<file path="config.mk">
export PLATFORM = sky130hd
export DESIGN_NAME = mask_centroid_steering_unit
export DESIGN_NICKNAME = d
export VERILOG_FILES = /design/src/sv/mcs_pkg.sv /design/src/sv/mcs_ctrl.sv /design/src/sv/mcs_datapath.sv /design/src/sv/mask_centroid_steering_unit.sv
export SDC_FILE = /design/constraint.sdc
export NUM_CORES = 1
export LEC_CHECK = 0
export ABC_AREA = 1
export BUFFER_PORTS_ARGS = -buffer_cell sky130_fd_sc_hd__buf_2
export CORE_ASPECT_RATIO = 1.2
export CORE_MARGIN = 2
export CORE_UTILIZATION = 45
export DETAILED_ROUTE_END_ITERATION = 16
export GPL_ROUTABILITY_DRIVEN = 0
export GPL_TIMING_DRIVEN = 0
export PLACE_DENSITY_LB_ADDON = 0.3
export SETUP_SLACK_MARGIN = 0.02
export SLEW_MARGIN = 20
export SYNTH_ARGS = -nofsm -noshare
export SYNTH_HDL_FRONTEND = slang
export SYNTH_SLANG_ARGS = --single-unit
</file>
<file path="constraint.sdc">
create_clock -name clk -period 4.8 [get_ports clk]
set_input_delay 0.24 -clock clk [delete_from_list [all_inputs] [get_ports clk]]
set_output_delay 0.24 -clock clk [all_outputs]
set_load 0.02 [all_outputs]
</file>
<file path="src/sv/mcs_pkg.sv">
// shared types and constants for the mask centroid steering unit
// no dependencies
`default_nettype none
package mcs_pkg;
	localparam int MAX_COLS = 1024;
	localparam int MAX_ROWS = 512;
	localparam int COL_W = $clog2(MAX_COLS);
	localparam int SUM_W = 29;
	localparam int CNT_W = 20;
	localparam int CTR_W = $clog2(SUM_W);
	localparam int REG_W = 10;
	localparam int IDX_W = 2;

	localparam logic [COL_W-1:0] COL_LAST = COL_W'(MAX_COLS - 1);
	localparam logic [CNT_W-1:0] CNT_MAX = '1;
	localparam logic [CTR_W-1:0] DIV_LAST = CTR_W'(SUM_W - 1);

	localparam logic [IDX_W-1:0] REG_IMAGE_CENTER = 2'd0;
	localparam logic [IDX_W-1:0] REG_JUMP_THRESHOLD = 2'd1;
	localparam logic [IDX_W-1:0] REG_DEAD_BAND = 2'd2;

	localparam logic [REG_W-1:0] IMAGE_CENTER_RST = 10'd320;
	localparam logic [REG_W-1:0] JUMP_THRESHOLD_RST = 10'd60;
	localparam logic [REG_W-1:0] DEAD_BAND_RST = 10'd10;

	typedef enum logic [1:0] {
		DIR_STRAIGHT = 2'd0,
		DIR_LEFT = 2'd1,
		DIR_RIGHT = 2'd2
	} dir_t;

	typedef struct packed {
		logic acc_en;
		logic div_start;
		logic div_step;
		logic out_load;
	} mcs_cmd_t;

	typedef struct packed {
		logic div_last;
	} mcs_stat_t;
endpackage
`default_nettype wire

</file>
<file path="src/sv/mcs_ctrl.sv">
// controller state machine: handshakes and sequencing of accumulate, divide, decide
// depends on mcs_pkg
`default_nettype none
module mcs_ctrl import mcs_pkg::*; (
	input wire logic clk,
	input wire logic arst_n,
	input wire logic in_valid,
	output logic in_ready,
	input wire logic frame_end,
	output logic out_valid,
	input wire logic out_ready,
	output mcs_cmd_t cmd,
	input wire mcs_stat_t stat
);
	typedef enum logic [2:0] {
		ST_ACC = 3'b001,
		ST_DIV = 3'b010,
		ST_DEC = 3'b100
	} state_t;

	state_t state_q, state_d;
	logic out_valid_q, out_valid_d;
	logic slot_free;

	assign slot_free = !out_valid_q || out_ready;
	assign in_ready = (state_q == ST_ACC);
	assign out_valid = out_valid_q;

	always_comb begin
		state_d = state_q;
		out_valid_d = out_valid_q;
		cmd = '0;
		if (out_valid_q && out_ready) begin
			out_valid_d = 1'b0;
		end
		case (state_q)
			ST_ACC: begin
				if (in_valid) begin
					cmd.acc_en = 1'b1;
					if (frame_end) begin
						cmd.div_start = 1'b1;
						state_d = ST_DIV;
					end
				end
			end
			ST_DIV: begin
				cmd.div_step = 1'b1;
				if (stat.div_last) begin
					state_d = ST_DEC;
				end
			end
			ST_DEC: begin
				if (slot_free) begin
					cmd.out_load = 1'b1;
					out_valid_d = 1'b1;
					state_d = ST_ACC;
				end
			end
			default: begin
				state_d = ST_ACC;
			end
		endcase
	end

	always_ff @(posedge clk or negedge arst_n) begin
		if (!arst_n) begin
			state_q <= ST_ACC;
			out_valid_q <= 1'b0;
		end else begin
			state_q <= state_d;
			out_valid_q <= out_valid_d;
		end
	end
endmodule
`default_nettype wire

</file>
<file path="src/sv/mcs_datapath.sv">
// datapath: config registers, accumulators, restoring divider, steering decision
// depends on mcs_pkg
`default_nettype none
module mcs_datapath import mcs_pkg::*; (
	input wire logic clk,
	input wire logic arst_n,
	input wire logic cfg_we,
	input wire logic [IDX_W-1:0] cfg_index,
	input wire logic [REG_W-1:0] cfg_data,
	input wire logic [7:0] pixel_value,
	input wire logic row_end,
	input wire logic frame_end,
	input wire mcs_cmd_t cmd,
	output mcs_stat_t stat,
	output logic [REG_W-1:0] center_column,
	output logic [1:0] direction
);
	logic [REG_W-1:0] image_center_q, jump_threshold_q, dead_band_q;
	logic [COL_W-1:0] col_q;
	logic [SUM_W-1:0] sum_q, sum_next;
	logic [CNT_W-1:0] cnt_q, cnt_next;
	logic [SUM_W:0] sum_try;
	logic take;

	logic [SUM_W-1:0] quo_q;
	logic [CNT_W-1:0] rem_q, divisor_q;
	logic [CTR_W-1:0] ctr_q;
	logic zero_q;
	logic [CNT_W:0] trial, diff;
	logic fits;

	logic [REG_W-1:0] prev_q, center_column_q;
	dir_t dir_q, dir_next;
	logic [REG_W-1:0] center;
	logic signed [REG_W+1:0] jump, jump_abs, off;
	logic keep;

	// config registers
	always_ff @(posedge clk or negedge arst_n) begin
		if (!arst_n) begin
			image_center_q <= IMAGE_CENTER_RST;
			jump_threshold_q <= JUMP_THRESHOLD_RST;
			dead_band_q <= DEAD_BAND_RST;
		end else if (cfg_we) begin
			case (cfg_index)
				REG_IMAGE_CENTER: image_center_q <= cfg_data;
				REG_JUMP_THRESHOLD: jump_threshold_q <= cfg_data;
				REG_DEAD_BAND: dead_band_q <= cfg_data;
				default: ;
			endcase
		end
	end

	// accumulate with saturation guard
	assign sum_try = {1'b0, sum_q} + (SUM_W+1)'(col_q);
	assign take = (pixel_value != 8'd0) && (cnt_q != CNT_MAX) && !sum_try[SUM_W];
	assign sum_next = take ? sum_try[SUM_W-1:0] : sum_q;
	assign cnt_next = take ? cnt_q + CNT_W'(1) : cnt_q;

	always_ff @(posedge clk or negedge arst_n) begin
		if (!arst_n) begin
			col_q <= '0;
			sum_q <= '0;
			cnt_q <= '0;
		end else if (cmd.acc_en) begin
			if (frame_end) begin
				sum_q <= '0;
				cnt_q <= '0;
			end else begin
				sum_q <= sum_next;
				cnt_q <= cnt_next;
			end
			if (row_end || frame_end || col_q == COL_LAST) begin
				col_q <= '0;
			end else begin
				col_q <= col_q + COL_W'(1);
			end
		end
	end

	// restoring divider, one quotient bit per cycle
	assign trial = {rem_q, quo_q[SUM_W-1]};
	assign fits = trial >= {1'b0, divisor_q};
	assign diff = trial - {1'b0, divisor_q};
	assign stat.div_last = (ctr_q == DIV_LAST);

	always_ff @(posedge clk) begin
		if (cmd.div_start) begin
			quo_q <= sum_next;
			divisor_q <= cnt_next;
			zero_q <= (cnt_next == '0);
			rem_q <= '0;
			ctr_q <= '0;
		end else if (cmd.div_step) begin
			quo_q <= {quo_q[SUM_W-2:0], fits};
			rem_q <= fits ? diff[CNT_W-1:0] : trial[CNT_W-1:0];
			ctr_q <= ctr_q + CTR_W'(1);
		end
	end

	// steering decision
	assign center = zero_q ? '0 : quo_q[REG_W-1:0];
	assign jump = $signed({2'b00, center}) - $signed({2'b00, prev_q});
	assign jump_abs = jump[REG_W+1] ? -jump : jump;
	assign keep = (center == '0) || (jump_abs > $signed({2'b00, jump_threshold_q}));
	assign off = $signed({2'b00, center}) - $signed({2'b00, image_center_q});

	always_comb begin
		dir_next = DIR_STRAIGHT;
		if (keep) begin
			dir_next = dir_q;
		end else if (off > $signed({2'b00, dead_band_q})) begin
			dir_next = DIR_RIGHT;
		end else if (-off > $signed({2'b00, dead_band_q})) begin
			dir_next = DIR_LEFT;
		end
	end

	always_ff @(posedge clk or negedge arst_n) begin
		if (!arst_n) begin
			prev_q <= IMAGE_CENTER_RST;
			dir_q <= DIR_STRAIGHT;
		end else if (cmd.out_load) begin
			dir_q <= dir_next;
			if (!keep && dir_next != DIR_STRAIGHT) begin
				prev_q <= center;
			end
		end
	end

	always_ff @(posedge clk) begin
		if (cmd.out_load) begin
			center_column_q <= center;
		end
	end

	assign center_column = center_column_q;
	assign direction = dir_q;
endmodule
`default_nettype wire

</file>
<file path="src/sv/mask_centroid_steering_unit.sv">
// top level of the mask centroid steering unit
// depends on mcs_pkg, mcs_ctrl and mcs_datapath
`default_nettype none
// usage
// - pixel channel (in_valid/in_ready, pixel_value, row_end, frame_end) takes one mask
//   pixel per cycle in raster order while a frame is being accumulated
// - a request with frame_end set closes the frame; the unit then runs a restoring
//   divider of the column sum by the marked-pixel count, one quotient bit per cycle
// - after the pixels of a frame come the divider steps and the decision state,
//   during which in_ready is low
// - the result is offered once the divider has finished and the output register is free
// - the next frame's pixels are taken as soon as the result sits in the output
//   register, even if the receiver has not yet taken it
// - result channel (out_valid/out_ready, center_column, direction) gives one request
//   per frame; while the receiver stalls, a finished frame waits in the decision
//   state with in_ready low, so no further pixels are taken until the output frees
// - config channel (cfg_valid/cfg_ready, cfg_index, cfg_data) is always ready; index
//   0 image_center, 1 jump_threshold, 2 dead_band, 3 ignored
// - reset clears the accumulators, sets direction straight, the previous center to
//   320 and the config registers to 320, 60 and 10
module mask_centroid_steering_unit import mcs_pkg::*; (
	input wire logic clk,
	input wire logic arst_n,
	input wire logic cfg_valid,
	output logic cfg_ready,
	input wire logic [IDX_W-1:0] cfg_index,
	input wire logic [REG_W-1:0] cfg_data,
	input wire logic in_valid,
	output logic in_ready,
	input wire logic [7:0] pixel_value,
	input wire logic row_end,
	input wire logic frame_end,
	output logic out_valid,
	input wire logic out_ready,
	output logic [REG_W-1:0] center_column,
	output logic [1:0] direction
);
	mcs_cmd_t cmd;
	mcs_stat_t stat;

	// config writes are accepted at any time
	assign cfg_ready = 1'b1;

	// sequencing and handshakes
	mcs_ctrl u_ctrl (
		.clk(clk),
		.arst_n(arst_n),
		.in_valid(in_valid),
		.in_ready(in_ready),
		.frame_end(frame_end),
		.out_valid(out_valid),
		.out_ready(out_ready),
		.cmd(cmd),
		.stat(stat)
	);

	// accumulators, divider and decision logic
	mcs_datapath u_datapath (
		.clk(clk),
		.arst_n(arst_n),
		.cfg_we(cfg_valid && cfg_ready),
		.cfg_index(cfg_index),
		.cfg_data(cfg_data),
		.pixel_value(pixel_value),
		.row_end(row_end),
		.frame_end(frame_end),
		.cmd(cmd),
		.stat(stat),
		.center_column(center_column),
		.direction(direction)
	);
endmodule
`default_nettype wire
</file>
==> results.toml <==
[outcome]
outcome = "finished, final reports clean"

[floorplan]
die_area_um2 = 29900
start_util = 0.458
boundaryPins = 42
floorplan.core_area_um2 = 28000
die_height_um = 189
chipWidth_um = 158
fp-row-count = 67

[clocking]
tritoncts_clock_tree = "done"
ctsHtreeMaxLevel = 4
clkTransAtPathRegs_ns = 0.08
cts_num_sinks = 190
clkLatencyLatePin_ns = 0.46
number_of_buffers_inserted_during_clock_tree_synthesis = 17
postCtsSetupRepairBufs = 0
clock_path_buffers = 2
cts_root_buffer = "sky130_fd_sc_hd__clkbuf_16"

[finish]
final_nets = 1835
drive_above_1_share = 0.110
num_antenna_cells = 0
layout_commonest_cell = "sky130_fd_sc_hd__nand2_1"
layout_common_cells = "sky130_fd_sc_hd__nand2_1 (392), sky130_fd_sc_hd__inv_1 (259), sky130_fd_sc_hd__o21ai_0 (169)"
syn2layout_area_growth_pct = 10.5
fin_util = 0.507
fill_cells = 2744

[power_and_ir_drop]
sw_frac_of_total = 0.499
ir_drop_mv = 0.600
switching_power_w = 0.00539
power.static_leakage_nw = 6.67
power.share.combinational = 0.609
p_per_area_nw_per_um2 = 760
cell_internal_pwr_w = 0.00540
seq_power_share = 0.253
p_clk_frac = 0.138

[timing]
report.final.slew_viol_count = 0
fmaxAchievable_mhz = 229
finalCritPeriodShare = 0.908
finalWorstSetupSlack_ns = 0.440
period_needed_ns = 4.36
worstMarginPinSlew_ns = 0.819
rsz0062_at_grt = "no"
finalClockSkew_ns = 0.00804
finalSetupViolations = 0
timing.final.hold_violations = 0
max-slew-margin-rel = 0.452
fin_tns_setup_ns = 0

[worst_hold_path]
hp-class = "in -> reg"
timing.hold.worst.start = "row_end"

[worst_setup_path]
crit_path_end_kind = "register"
endpoint_of_the_most_critical_setup_path = "u_datapath.prev_q[1]$_DFFE_PN0P_"
worst_path_cell_with_the_longest_stage_delay = "sky130_fd_sc_hd__edfxtp_1"
critical_path_cell_count = 29
timing.setup.critical_path_class = "reg -> reg"
critical_path.max_fanout = 10
max_stage_delay_ns = 0.43
path_common_cell = "sky130_fd_sc_hd__nand2_1"
worstPathRequired_ns = 5.15
critical_path_arrival_ns = 4.71
reg2reg_setup_slack_ns = 0.44
worstPathBufferInverterCount = 6
crit-reg2reg-capture = "u_datapath.prev_q[1]$_DFFE_PN0P_"
ff2ff_path_depth = 29
worst_r2r_startpoint = "u_datapath.zero_q$_DFFE_PP_"
path_delay_family = "simple AND/OR/NAND/NOR gates"
worst_setup_path_start_kind = "register"
crit_path_start = "u_datapath.zero_q$_DFFE_PP_"

[global_route]
grt_max_degree = 69
first_global_vias = 10900
grt_antenna_before_repair = 0
grt_residual_overflow = 0
grt_pass1_wl_mm = 52.0
global_route.usage.total = 0.218

[synthesis]
netlist_area_um2 = 12800
yosysWarningCount = 0
synthesized_netlist_cell_count = 1662
synth.net_count = 1774
netlist-cell-type-count = 63
mapped_avg_cell_area_um2 = 7.72
yosys_register_bits = 190
fraction_of_the_yosys_area_taken_by_sequential_cells = 0.385

[routing]
ant_nets = 0
routed_wirelength_mm = 31.5
dr.first_iter.drc_count = 789
vias = 11100
dr.pass1.iters = 5
vias_per_cell = 5.25
detail_route.wl_per_cell_um = 14.9
drc = 0

[place]
hpwl_detailed_mm = 24.4
placement.io_buffers = 40
dp_worst_setup_slack_ns = 0.238

[run]
maxCapViolCount = 0
[tightest hold or removal path: stages]
cell	delay, ns
sky130_fd_sc_hd__buf_2	0.07
sky130_fd_sc_hd__nor3_1	0.06
sky130_fd_sc_hd__nand3_1	0.07
sky130_fd_sc_hd__nand2_1	0.04
[sequential cells by signal (all words and copies together), names as in the netlist]
register and count:
u_ctrl.out_valid 1, u_ctrl.state_q 3, u_datapath.center_column 10, u_datapath.cnt_q 20, u_datapath.col_q 10, u_datapath.ctr_q 5
u_datapath.dead_band_q 10, u_datapath.direction 2, u_datapath.divisor_q 20, u_datapath.image_center_q 10, u_datapath.jump_threshold_q 10, u_datapath.prev_q 10
u_datapath.quo_q 29, u_datapath.rem_q 20, u_datapath.sum_q 29, u_datapath.zero_q 1
[routing by layer]
layer / vias to the layer above / global-route usage / part of all wire
li1: 5610 / - / -
met5: - / 0 / 0
met1: 5186 / 0.272 / 0.44
met4: 0 / 0.0800 / 0.028
met3: 62 / 0.0277 / 0.036
met2: 250 / 0.382 / 0.49
[timing repair]
item	CTS	global route
hold endpoints to repair	30	0
setup endpoints to repair	0	11
hold buffers	1	0
resized for setup	0	5
[Yosys cell counts, drive strengths merged]
library cell | count | area [µm²]
nand2 | 429 | 1750
inv | 266 | 1010
o21ai | 176 | 911
dfrtp | 94 | 2350
nor2 | 93 | 402
nand3 | 83 | 518
ha | 81 | 1010
a21oi | 75 | 390
edfxtp | 60 | 1800
xor2 | 53 | 464
nor3 | 36 | 180
nand4 | 34 | 219
clkbuf | 25 | 93.8
dfxtp | 25 | 500
o22ai | 24 | 150
buf | 16 | 104
nor4 | 14 | 87.6
xnor2 | 13 | 114
dfstp | 11 | 289
o211ai | 5 | 37.5
a21o | 4 | 30.0
a31oi | 4 | 25.0
fa | 4 | 80.1
o21a | 4 | 30.0
o21bai | 4 | 30.0
a21boi | 3 | 33.8
o221ai | 3 | 26.3
a211oi | 2 | 15.0
and2 | 2 | 12.5
mux2 | 2 | 22.5
nor3b | 2 | 15.0
o41ai | 2 | 17.5
or2 | 2 | 12.5
a221oi | 1 | 8.76
a22o | 1 | 8.76
a22oi | 1 | 7.51
a31o | 1 | 8.76
a41oi | 1 | 8.76
and3 | 1 | 6.26
clkinv | 1 | 3.75
conb | 1 | 3.75
nand3b | 1 | 20.0
o211a | 1 | 10.0
o31ai | 1 | 7.51
[kinds of logic after synthesis]
family                     Yosys count  share of synthesized area
xor gates and xnor gates            66                     0.0451
AOI/OAI and AO/OA                  313                      0.137
other                                1                   0.000292
DFF                                190                      0.385
and+or+nand+nor                    697                      0.251
muxes                                2                    0.00176
adders and majority gates           85                     0.0852
buffers and inverters              308                     0.0941
[layout make-up]
type | instances | area [µm²] | area share
tap | 379 | 474 | 0.0334
inverter | 267 | 1010 | 0.0712
multi-input combinational | 1164 | 6700 | 0.472
clock buffer | 17 | 425 | 0.0300
sequential | 190 | 4940 | 0.349
clock inverter | 15 | 191 | 0.0135
timing repair buffer | 42 | 244 | 0.0172
buffer | 41 | 198 | 0.0139
[power by group through the flow]
| stage | clock network (W) | logic [W] | registers, W |
|---|---|---|---|
| 2_1_floorplan | 0 | 0.00505 | 0.00267 |
| 3_3_place_gp | 0 | 0.00631 | 0.00274 |
| 3_5_place_dp | 0 | 0.00652 | 0.00275 |
| 4_1_cts | 0.00151 | 0.00655 | 0.00272 |
| 5_1_grt | 0.00157 | 0.00748 | 0.00279 |
| 6_report | 0.00148 | 0.00657 | 0.00273 |
[stage by stage]
stage	area, µm²	instances	total power (W)	hold slack, ns
final	14200	2115	0.0108	0.0636
after global routing	14200	2115	0.0118	0.0958
after global placement	13500	2081	0.00905	0.449
after floorplan	12800	1662	0.00772	-0.0556
after detailed placement	13500	2082	0.00927	0.191
after CTS	14200	2115	0.0108	0.0494
[worst min-delay path by stage]
stage | to | slack [ns] | cells past startpoint
floorplan | u_ctrl.out_valid$_DFF_PN0_ | -0.06 | 0
global placement | u_datapath.ctr_q[4]$_SDFFE_PP0P_ | 0.45 | 2
detailed placement | u_datapath.dead_band_q[8]$_DFFE_PN0P_ | 0.19 | 1
CTS | u_datapath.col_q[1]$_DFFE_PN0P_ | 0.05 | 4
global route | u_datapath.col_q[1]$_DFFE_PN0P_ | 0.1 | 4
finish | u_datapath.col_q[1]$_DFFE_PN0P_ | 0.06 | 4
Power figures use the tool's default switching activity.
